--- config.mk ---
export PLATFORM = sky130hd
export DESIGN_NAME = round_robin_slot_scheduler_top
export DESIGN_NICKNAME = d
export VERILOG_FILES = /design/src/design/rrss_pkg.sv /design/src/design/rrss_ctrl.sv /design/src/design/rrss_dp.sv /design/src/design/round_robin_slot_scheduler_top.sv
export VERILOG_INCLUDE_DIRS = /design/src /design/src/design
export SDC_FILE = /design/constraint.sdc
export NUM_CORES = 1
export LEC_CHECK = 0
export CELL_PAD_IN_SITES_DETAIL_PLACEMENT = 1
export CELL_PAD_IN_SITES_GLOBAL_PLACEMENT = 1
export CORE_UTILIZATION = 35
export DETAILED_ROUTE_END_ITERATION = 8
export DONT_BUFFER_PORTS = 1
export GPL_TIMING_DRIVEN = 0
export PLACE_DENSITY = 0.71
export SYNTH_ARGS = -nofsm -noshare
export SYNTH_HDL_FRONTEND = slang
export SYNTH_SLANG_ARGS = --single-unit
--- constraint.sdc ---
create_clock -name clk -period 5 [get_ports clk]
set_input_delay 1.25 -clock clk [delete_from_list [all_inputs] [get_ports clk]]
set_output_delay 1.25 -clock clk [all_outputs]
set_load 0.01 [all_outputs]
--- src/design/round_robin_slot_scheduler_top_defines.svh ---
// Assertion macros shared by the round-robin slot scheduler RTL.
// Each macro expects signals named clk and arst_n in the enclosing module.
`ifndef ROUND_ROBIN_SLOT_SCHEDULER_TOP_DEFINES_SVH
`define ROUND_ROBIN_SLOT_SCHEDULER_TOP_DEFINES_SVH

// The consequent must hold in the same cycle as the antecedent.
`define RRSS_ASSERT_SAME(lbl, pre, post, msg) \
	lbl: assert property (@(posedge clk) disable iff (!arst_n) (pre) |-> (post)) \
	else $error(msg);

// The consequent must hold in the cycle after the antecedent.
`define RRSS_ASSERT_NEXT(lbl, pre, post, msg) \
	lbl: assert property (@(posedge clk) disable iff (!arst_n) (pre) |=> (post)) \
	else $error(msg);

`endif

--- src/design/rrss_pkg.sv ---
// Package for the round-robin slot scheduler: widths, codes, controller states
// and the command and status structs between controller and datapath. No dependencies.
package rrss_pkg;

	localparam int NUM_SLOTS_DEF = 8;
	localparam int SLICE_W       = 10;
	localparam int STATUS_W      = 2;
	localparam int SLOT_OUT_W    = 3;
	localparam int CREATED_OUT_W = 4;
	localparam int SWITCH_W      = 32;

	localparam logic [SLICE_W-1:0] SLICE_RESET = 10'd10;

	localparam logic [STATUS_W-1:0] STATUS_OK    = 2'd0;
	localparam logic [STATUS_W-1:0] STATUS_FULL  = 2'd1;
	localparam logic [STATUS_W-1:0] STATUS_STACK = 2'd2;

	localparam logic OP_TICK   = 1'b0;
	localparam logic OP_CREATE = 1'b1;

	typedef enum logic [2:0] {
		ST_IDLE,
		ST_EVAL,
		ST_SCAN,
		ST_APPLY,
		ST_FINISH
	} state_t;

	typedef struct packed {
		logic capture;
		logic eval;
		logic scan;
		logic apply;
		logic finish;
	} cmd_t;

	typedef struct packed {
		logic eval_exit;
		logic scan_end;
	} stat_t;

endpackage

--- src/design/rrss_ctrl.sv ---
// Controller state machine of the round-robin slot scheduler.
// Depends on rrss_pkg; drives the datapath through rrss_pkg::cmd_t.
module rrss_ctrl (
	input  logic            clk,
	input  logic            arst_n,
	input  logic            start,
	input  rrss_pkg::stat_t stat,
	output logic            busy,
	output rrss_pkg::cmd_t  cmd
);

	rrss_pkg::state_t state_q;
	rrss_pkg::state_t state_nx;

	always_ff @(posedge clk or negedge arst_n) begin
		if (!arst_n) begin
			state_q <= rrss_pkg::ST_IDLE;
		end else begin
			state_q <= state_nx;
		end
	end

	always_comb begin
		state_nx = state_q;
		case (state_q)
			rrss_pkg::ST_IDLE: begin
				if (start) begin
					state_nx = rrss_pkg::ST_EVAL;
				end
			end
			rrss_pkg::ST_EVAL: begin
				if (stat.eval_exit) begin
					state_nx = rrss_pkg::ST_FINISH;
				end else begin
					state_nx = rrss_pkg::ST_SCAN;
				end
			end
			rrss_pkg::ST_SCAN: begin
				if (stat.scan_end) begin
					state_nx = rrss_pkg::ST_APPLY;
				end
			end
			rrss_pkg::ST_APPLY: begin
				state_nx = rrss_pkg::ST_FINISH;
			end
			rrss_pkg::ST_FINISH: begin
				state_nx = rrss_pkg::ST_IDLE;
			end
			default: begin
				state_nx = rrss_pkg::ST_IDLE;
			end
		endcase
	end

	always_comb begin
		cmd  = '0;
		busy = 1'b1;
		case (state_q)
			rrss_pkg::ST_IDLE: begin
				busy        = 1'b0;
				cmd.capture = start;
			end
			rrss_pkg::ST_EVAL: begin
				cmd.eval = 1'b1;
			end
			rrss_pkg::ST_SCAN: begin
				cmd.scan = 1'b1;
			end
			rrss_pkg::ST_APPLY: begin
				cmd.apply = 1'b1;
			end
			rrss_pkg::ST_FINISH: begin
				cmd.finish = 1'b1;
			end
			default: begin
				busy = 1'b1;
			end
		endcase
	end

endmodule

--- src/design/rrss_dp.sv ---
// Datapath of the round-robin slot scheduler: slot table, counters, scan and results.
// Depends on rrss_pkg and the assertion macros in round_robin_slot_scheduler_top_defines.svh.
`include "round_robin_slot_scheduler_top_defines.svh"

module rrss_dp #(
	parameter int NUM_SLOTS = rrss_pkg::NUM_SLOTS_DEF
) (
	input  logic                                 clk,
	input  logic                                 arst_n,
	input  rrss_pkg::cmd_t                       cmd,
	output rrss_pkg::stat_t                      stat,
	input  logic                                 opcode,
	input  logic                                 stack_ok,
	input  logic                                 cfg_we,
	input  logic [rrss_pkg::SLICE_W-1:0]         cfg_data,
	output logic                                 done,
	output logic [rrss_pkg::STATUS_W-1:0]        status,
	output logic [rrss_pkg::SLOT_OUT_W-1:0]      new_slot,
	output logic                                 switched,
	output logic [rrss_pkg::SLOT_OUT_W-1:0]      running_slot,
	output logic [rrss_pkg::SLOT_OUT_W-1:0]      previous_slot,
	output logic [rrss_pkg::SWITCH_W-1:0]        switch_total,
	output logic [rrss_pkg::CREATED_OUT_W-1:0]   created_total
);

	localparam int SLOT_W = $clog2(NUM_SLOTS);
	localparam int CNT_W  = $clog2(NUM_SLOTS + 1);
	localparam int SLOT_X = SLOT_W + rrss_pkg::SLOT_OUT_W;
	localparam int CNT_X  = CNT_W + rrss_pkg::CREATED_OUT_W;

	logic [NUM_SLOTS-1:0]              live_q;
	logic [SLOT_W-1:0]                 cur_q;
	logic [rrss_pkg::SLICE_W-1:0]      ticks_q;
	logic [CNT_W-1:0]                  created_q;
	logic [rrss_pkg::SWITCH_W-1:0]     switch_q;
	logic [rrss_pkg::SLICE_W-1:0]      slice_q;
	logic                              done_q;

	logic                              op_q;
	logic                              stack_q;
	logic [SLOT_W-1:0]                 prev_q;
	logic [SLOT_W-1:0]                 idx_q;
	logic [CNT_W-1:0]                  left_q;
	logic [SLOT_W-1:0]                 found_q;
	logic                              hit_q;
	logic [rrss_pkg::STATUS_W-1:0]     status_q;
	logic [SLOT_W-1:0]                 new_slot_q;
	logic                              switched_q;

	logic [rrss_pkg::STATUS_W-1:0]     res_status_q;
	logic [rrss_pkg::SLOT_OUT_W-1:0]   res_new_slot_q;
	logic                              res_switched_q;
	logic [rrss_pkg::SLOT_OUT_W-1:0]   res_running_q;
	logic [rrss_pkg::SLOT_OUT_W-1:0]   res_previous_q;
	logic [rrss_pkg::SWITCH_W-1:0]     res_switch_q;
	logic [rrss_pkg::CREATED_OUT_W-1:0] res_created_q;

	logic [rrss_pkg::SLICE_W-1:0]      ticks_nx;
	logic                              expired;
	logic                              table_full;
	logic                              is_create;
	logic                              want;
	logic [SLOT_W-1:0]                 cur_inc;
	logic [SLOT_W-1:0]                 idx_inc;
	logic [SLOT_X-1:0]                 new_slot_x;
	logic [SLOT_X-1:0]                 cur_x;
	logic [SLOT_X-1:0]                 prev_x;
	logic [CNT_X-1:0]                  created_x;

	assign is_create  = (op_q == rrss_pkg::OP_CREATE);
	assign ticks_nx   = ticks_q + rrss_pkg::SLICE_W'(1);
	assign expired    = (ticks_nx >= slice_q);
	assign table_full = (created_q >= CNT_W'(NUM_SLOTS));
	assign cur_inc    = (cur_q == SLOT_W'(NUM_SLOTS - 1)) ? '0 : cur_q + SLOT_W'(1);
	assign idx_inc    = (idx_q == SLOT_W'(NUM_SLOTS - 1)) ? '0 : idx_q + SLOT_W'(1);
	assign want       = is_create ? !live_q[idx_q] : live_q[idx_q];

	assign stat.eval_exit = is_create ? (table_full || !stack_q) : !expired;
	assign stat.scan_end  = want || (left_q == CNT_W'(1));

	assign new_slot_x = SLOT_X'(new_slot_q);
	assign cur_x      = SLOT_X'(cur_q);
	assign prev_x     = SLOT_X'(prev_q);
	assign created_x  = CNT_X'(created_q);

	always_ff @(posedge clk or negedge arst_n) begin
		if (!arst_n) begin
			live_q    <= '0;
			cur_q     <= '0;
			ticks_q   <= '0;
			created_q <= '0;
			switch_q  <= '0;
			slice_q   <= rrss_pkg::SLICE_RESET;
			done_q    <= 1'b0;
		end else begin
			done_q <= cmd.finish;
			if (cfg_we) begin
				slice_q <= cfg_data;
			end
			if (cmd.eval && !is_create) begin
				ticks_q <= ticks_nx;
			end
			if (cmd.apply) begin
				if (is_create) begin
					if (hit_q) begin
						live_q[found_q] <= 1'b1;
						created_q       <= created_q + CNT_W'(1);
						if (found_q == cur_q) begin
							ticks_q <= '0;
						end
					end
				end else begin
					ticks_q <= '0;
					if (hit_q) begin
						switch_q <= switch_q + rrss_pkg::SWITCH_W'(1);
						cur_q    <= found_q;
					end
				end
			end
		end
	end

	always_ff @(posedge clk) begin
		if (cmd.capture) begin
			op_q    <= opcode;
			stack_q <= stack_ok;
			prev_q  <= cur_q;
		end
		if (cmd.eval) begin
			hit_q      <= 1'b0;
			new_slot_q <= '0;
			switched_q <= 1'b0;
			if (is_create) begin
				idx_q  <= '0;
				left_q <= CNT_W'(NUM_SLOTS);
				if (table_full) begin
					status_q <= rrss_pkg::STATUS_FULL;
				end else if (!stack_q) begin
					status_q <= rrss_pkg::STATUS_STACK;
				end else begin
					status_q <= rrss_pkg::STATUS_OK;
				end
			end else begin
				idx_q    <= cur_inc;
				left_q   <= CNT_W'(NUM_SLOTS - 1);
				status_q <= rrss_pkg::STATUS_OK;
			end
		end
		if (cmd.scan) begin
			if (want) begin
				hit_q   <= 1'b1;
				found_q <= idx_q;
			end else begin
				idx_q  <= idx_inc;
				left_q <= left_q - CNT_W'(1);
			end
		end
		if (cmd.apply) begin
			if (is_create) begin
				if (hit_q) begin
					new_slot_q <= found_q;
				end else begin
					status_q <= rrss_pkg::STATUS_FULL;
				end
			end else begin
				switched_q <= hit_q;
			end
		end
		if (cmd.finish) begin
			res_status_q   <= status_q;
			res_new_slot_q <= new_slot_x[rrss_pkg::SLOT_OUT_W-1:0];
			res_switched_q <= switched_q;
			res_running_q  <= cur_x[rrss_pkg::SLOT_OUT_W-1:0];
			res_previous_q <= prev_x[rrss_pkg::SLOT_OUT_W-1:0];
			res_switch_q   <= switch_q;
			res_created_q  <= created_x[rrss_pkg::CREATED_OUT_W-1:0];
		end
	end

	assign done          = done_q;
	assign status        = res_status_q;
	assign new_slot      = res_new_slot_q;
	assign switched      = res_switched_q;
	assign running_slot  = res_running_q;
	assign previous_slot = res_previous_q;
	assign switch_total  = res_switch_q;
	assign created_total = res_created_q;

	`RRSS_ASSERT_SAME(a_created_matches_live, 1'b1, $countones(live_q) == int'(created_q), "created count differs from live slots")
	`RRSS_ASSERT_SAME(a_created_bound, 1'b1, created_q <= CNT_W'(NUM_SLOTS), "created count exceeds slot count")
	`RRSS_ASSERT_SAME(a_claim_dead_slot, cmd.apply && is_create && hit_q, !live_q[found_q], "create claims a live slot")
	`RRSS_ASSERT_SAME(a_switch_moves, cmd.finish && switched_q, cur_q != prev_q, "switch kept the same slot")
	`RRSS_ASSERT_NEXT(a_strobe_single, done_q, !done_q, "result strobe longer than one cycle")

endmodule

--- src/design/round_robin_slot_scheduler_top.sv ---
// Top level of the round-robin slot scheduler.
// Depends on rrss_pkg, rrss_ctrl and rrss_dp.
//
// Usage: raise start with opcode and stack_ok; the transaction is accepted at a
// rising edge where start is high and busy is low. Opcode tick counts time for
// the current slot; opcode create claims the lowest dead slot.
// Each transaction yields one result, shown on the result ports for exactly one
// cycle with done high. The receiver cannot stall; results are never held back.
// A tick whose slice has not expired and a create that fails go from accept
// through EVAL and FINISH to the done cycle; when a scan runs, SCAN and APPLY
// come between EVAL and FINISH, and the scan visits 1 to NUM_SLOTS slots.
// The scan visits one slot per cycle in the datapath. busy stays high until
// the controller is back in IDLE, so a new transaction waits for the last one.
// time_slice is written via cfg_valid/cfg_data, always ready; the user must write
// it only while no transaction is in flight; the block itself does not enforce it.
// Reset (arst_n low) makes all slots dead, clears the current slot, tick,
// created and switch counters, and sets time_slice to 10. No clearing pass.
module round_robin_slot_scheduler_top #(
	parameter int NUM_SLOTS = rrss_pkg::NUM_SLOTS_DEF
) (
	input  logic                                 clk,
	input  logic                                 arst_n,
	input  logic                                 start,
	output logic                                 busy,
	input  logic                                 opcode,
	input  logic                                 stack_ok,
	input  logic                                 cfg_valid,
	output logic                                 cfg_ready,
	input  logic [rrss_pkg::SLICE_W-1:0]         cfg_data,
	output logic                                 done,
	output logic [rrss_pkg::STATUS_W-1:0]        status,
	output logic [rrss_pkg::SLOT_OUT_W-1:0]      new_slot,
	output logic                                 switched,
	output logic [rrss_pkg::SLOT_OUT_W-1:0]      running_slot,
	output logic [rrss_pkg::SLOT_OUT_W-1:0]      previous_slot,
	output logic [rrss_pkg::SWITCH_W-1:0]        switch_total,
	output logic [rrss_pkg::CREATED_OUT_W-1:0]   created_total
);

	rrss_pkg::cmd_t  cmd;
	rrss_pkg::stat_t stat;

	assign cfg_ready = 1'b1;

	rrss_ctrl u_ctrl (
		.clk    (clk),
		.arst_n (arst_n),
		.start  (start),
		.stat   (stat),
		.busy   (busy),
		.cmd    (cmd)
	);

	rrss_dp #(
		.NUM_SLOTS (NUM_SLOTS)
	) u_dp (
		.clk           (clk),
		.arst_n        (arst_n),
		.cmd           (cmd),
		.stat          (stat),
		.opcode        (opcode),
		.stack_ok      (stack_ok),
		.cfg_we        (cfg_valid),
		.cfg_data      (cfg_data),
		.done          (done),
		.status        (status),
		.new_slot      (new_slot),
		.switched      (switched),
		.running_slot  (running_slot),
		.previous_slot (previous_slot),
		.switch_total  (switch_total),
		.created_total (created_total)
	);

endmodule

==> Word level (Yosys, flattened, before mapping) <==
Index checks and enable logic that the tools add are counted.
{ "totals": {"wordCells": 109, "reg_bits": 141, "output_inout_bits": 51, "in_bits": 16} }
{ "op_classes": {"n_mux": 48, "n_eq_ne": 10, "n_bitwise": 2, "n_lt_le_gt_ge": 5, "n_reduce_logical": 13, "add_sub_neg": 6} }
{ "op_table": {"columns": ["op", "count"], "rows": [
  ["10-bit 2-to-1 mux", 5],
  ["3-bit 2-to-1 mux", 13],
  ["32-bit by 1-bit adder with 32-bit output (second input constant)", 1],
  ["1-bit 2-to-1 mux", 16],
  ["4-bit 2-to-1 mux", 4],
  ["2-bit 2-to-1 mux", 7],
  ["3-bit case mux with 4 select lines", 1],
  ["10-bit by 1-bit adder with 10-bit output (second input constant)", 1],
  ["10-bit greater-or-equal comparator", 1],
  ["3-bit equality test (second input constant)", 3],
  ["3-bit by 4-bit less-than comparator with 1-bit output (second input constant)", 2],
  ["8-bit bitwise OR", 1],
  ["3-bit by 1-bit adder with 3-bit output (second input constant)", 2],
  ["3-bit by 2-bit equality test with 1-bit output (second input constant)", 2],
  ["3-bit AND reduction", 2],
  ["4-bit by 1-bit adder with 4-bit output (second input constant)", 1],
  ["4-bit by 1-bit equality test with 1-bit output (second input constant)", 1],
  ["4-bit greater-or-equal comparator (second input constant)", 1],
  ["1-bit logical NOT", 4],
  ["2-bit inequality test (second input constant)", 2],
  ["2-bit AND reduction", 2],
  ["4-bit by 1-bit subtractor with 4-bit output (second input constant)", 1],
  ["1-bit binary-select mux with 3-bit select", 1],
  ["1-bit demux with 3-bit select", 1],
  ["7 further kinds", 9]
]} }

==> Longest topological paths before layout <==
{ "depth": {"ltp_word": 8, "depth_mapped": 10, "depth_no_buf": 10} }

==> Hierarchy <==
Synthesis repeated with hierarchy kept, for this count alone.
{ "hier_totals": {"cells_unflattened": 466, "area_unflattened_um2": 5883.1} }
{ "modules_own_cells": {"columns": ["mod", "cells_per_inst", "instances", "seq_area_each_um2", "area_each_um2"], "rows": [
  ["rrss_dp", 447, 1, 3666.0, 5713.0],
  ["rrss_ctrl", 17, 1, 75.1, 158.9],
  ["round_robin_slot_scheduler_top", 2, 1, 0.0, 11.3]
]} }

==> Worst setup path after synthesis <==
OpenSTA, ideal clock, no wires.
{ "synth_path": {"path_type": "register -> register", "startpoint": "register u_ctrl.state_q[1]", "endpoint": "register u_dp.res_created_q, in the netlist u_dp.created_total[0], enable pin", "path_buffers": 1, "t_required_ps": 4475, "period_less_slack_ps": 4699, "setup_slack_ps": 301, "stages_incl_launch_ff": 3, "arrival_time_ps": 4174, "setup_time_ps": 525, "path_cell_list": "dfrtp_1 -> clkbuf_1 -> nor3b_1"} }
{ "synth_rtl": {"columns": ["item", "line_no", "source"], "rows": [
  ["start, declared", "rrss_ctrl.sv:12", "rrss_pkg::state_t state_q;"],
  ["start signal, assigned", "rrss_ctrl.sv:17", "state_q <= rrss_pkg::ST_IDLE;"],
  ["start signal, assigned", "rrss_ctrl.sv:19", "state_q <= state_nx;"],
  ["end signal, assigned", "rrss_dp.sv:176", "res_created_q <= created_x[rrss_pkg::CREATED_OUT_W-1:0];"],
  ["end, declared", "rrss_dp.sv:56", "logic [rrss_pkg::CREATED_OUT_W-1:0] res_created_q;"]
]} }

==> Worst setup path in the final report <==
{ "layout_path": {"startpoint": "register u_ctrl.state_q[1]", "endpoint": "output busy"} }
{ "layout_via": {"elab_chain_len": 2} }
{ "layout_rtl": {"columns": ["item", "line_no", "source"], "rows": [
  ["3-bit logical NOT", "rrss_ctrl.sv:58", "case (state_q)"],
  ["1-bit 2-to-1 mux", "rrss_ctrl.sv:58", null],
  ["end, declared", "round_robin_slot_scheduler_top.sv:24", "output logic busy,"]
]} }
Every way passes these cells.

==> metrics.txt <==
CTS buffer count 17; DRC viols 0; R2R cell count 6; total wire length 12700 um; Port Buffers 0; Clock Skews 0.00944 ns; cells along the critical path clkbuf_1, or3_1; NumNets Final 539; CP arrival 1.58 ns; Commonest cells post-synth 69 x dfrtp_1, 57 x nand2_1, 56 x edfxtp_1, 36 x xnor2_1, 26 x o21ai_0; count leader, synth dfrtp_1; crit path capture type primary output; CP max stage cell or3_1; period utilization 0.565; CP Max Fanout 10; Die H 132 um; largest net degree at the start of global routing 72; delay-heaviest family, CP simple AND/OR/NAND/NOR gates; startpoint types register; CTS tree yes; hold depth 0; Syn Area/Cell 12.4 um2; Synth area leaders dfrtp_1 29%, edfxtp_1 28%, xnor2_1 5.3%, dfxtp_1 4.7%, ha_1 4.2%; Hold Path Class reg -> reg; final setup fails 0; Seq cells post-synth 141; Bufs and invs on worst path 1; clock sink total 141; Max Cap Viol 0; total gr overflow 0; Worst-Margin Slew 0.991 ns; syn nets 517; status finished clean; Initial Utilization 0.358; Main synth FF type dfrtp_1; Pwr Total 3.60 mW; power per standard cell area 523 mW/mm2; final setup margin 2.17 ns; DRT Pass-1 Iters 5; HPWL after DPL 8660 um; routed vias 3727; routed len/inst 17.2 um; Unique masters post-synth 51; post-CTS setup buffer count 0; Final Max Tran Viols 0; final hold vios 0; netlist area before placement 0.00594 mm2; number of global-route vias before repair 4093; via/cell ratio 5.06; crit-path max cell delay 0.49 ns; WP depth 2; clk buf depth 2; Synth top area share 0.291; synth warn 0; CTS root buffer clkbuf_16; H-tree Lvls 4; die area 0.0175 mm2; Tmin final 2.83 ns; Max VDD drop 0.000212 V; Worst slew margin 0.337; CTS clk-pin slew, worst paths 0.06 ns; final non-filler cell area 0.00689 mm2; initial DRC count 137; Post-CTS Hold Fix Bufs 0; final instance count without filler cells 736; remaining antenna violation count 0; Layout Utilization 0.415; Ant. Diodes 0; largest area contributor in the netlist dfrtp_1; routability cong. 0.802; RSZ-0062 raised after global routing no; Global Route Usage Sum 0.159; Max Freq 354 MHz; crit path kind reg -> out; Synth Instances 481; leak pwr 2.92 nW; Boundary Pins 67; row count 47; cell count after placement 704; Hold WS 0.418 ns; clk_lat worst skew 0.43 ns; sequential area share after synthesis 0.630; Area Overhead vs Synth 15.9%; Placed Area 0.00626 mm2; layout cell share with drive strength beyond 1 0.116; EDFF count, synth 56; initial antenna violation count 0; Die Wd 132 um; WP data required 3.75 ns; first-pass GRT wire length 21400 um; post-CTS sizing 0; Setup TNS 0 ns; asr flop ratio synth 0.504; core footprint 0.0166 mm2; worst slack, placed 2.54 ns
[cells in the final DEF, fill, tap and decap left out, types with 13 or more instances in the layout]
| cell | Yosys | final |
|---|---|---|
| xnor2_1 | 36 | 36 |
| xor2_1 | 18 | 18 |
| nand4_1 | 13 | 13 |
| ha_1 | 20 | 20 |
| dfrtp_1 | 69 | 69 |
| nand2_1 | 57 | 57 |
| clkbuf_1 | 15 | 15 |
| edfxtp_1 | 56 | 56 |
| nand3_1 | 14 | 14 |
| inv_1 | 17 | 17 |
| nor2_1 | 25 | 25 |
| clkbuf_16 | 0 | 17 |
| dfxtp_1 | 14 | 14 |
| o21ai_0 | 26 | 26 |
[area by class of cell]
type | instances | area [um2]
Tap cell | 220 | 275
Sequential cell | 141 | 3740
Timing Repair Buffer | 3 | 37.5
Buffer | 18 | 73.8
Multi-Input combinational cell | 305 | 2070
Clock buffer | 17 | 425
Clock inverter | 15 | 200
Fill cell | 1782 | 9700
Inverter | 17 | 63.8
[registers in the layout, indices dropped and copies added, names as in the netlist, 4 cells and up]
register,flops
u_dp.switch_total,32
u_dp.ticks_q,10
u_dp.slice_q,10
u_dp.created_total,4
u_dp.left_q,4
u_dp.switch_q,32
u_dp.live_q,8
u_dp.created_q,4
[where the power goes]
part	internal, mW	switching, mW
logic	0.249	0.373
clock network	0.765	0.552
registers	1.46	0.207
total	2.47	1.13
[final timing paths]
kind	from	to	slack, ns
max in group asynchronous	arst_n	u_dp.slice_q[3]$_DFFE_PN1P_	4.31
setup / recovery	u_ctrl.state_q[1]$_DFFE_PN0P_	busy	2.17
hold reg to reg	u_dp.prev_q[2]$_DFFE_PP_	u_dp.previous_slot[2]$_DFFE_PP_	0.42
setup reg to reg	u_dp.idx_q[1]$_DFF_P_	u_dp.left_q[2]$_DFF_P_	2.48
hold / removal	u_dp.prev_q[2]$_DFFE_PP_	u_dp.previous_slot[2]$_DFFE_PP_	0.42
min in group asynchronous	arst_n	u_dp.slice_q[0]$_DFFE_PN0P_	0.51
[kinds of logic (layout without fill, tap and decap cells)]
family                     count (synthesis)  in the layout  share of synthesized area
and+or+nand+nor                          151            151                      0.127
DFF                                      141            141                      0.630
AOI/OAI and AO/OA                         68             68                     0.0731
xor gates and xnor gates                  54             54                     0.0796
buffers and inverters                     35             70                     0.0232
adders and majority gates                 20             20                     0.0421
muxes                                     11             11                     0.0251
other                                      1              1                   0.000631
[per-layer routing]
metal,part of all wire,vias to the layer above,global-route usage
li1,-,1751,-
met1,0.45,1877,0.191
met2,0.49,80,0.267
met3,0.036,19,0.0450
met4,0.019,0,0.0690
met5,0,-,0
(Power assumes the default switching activity.)
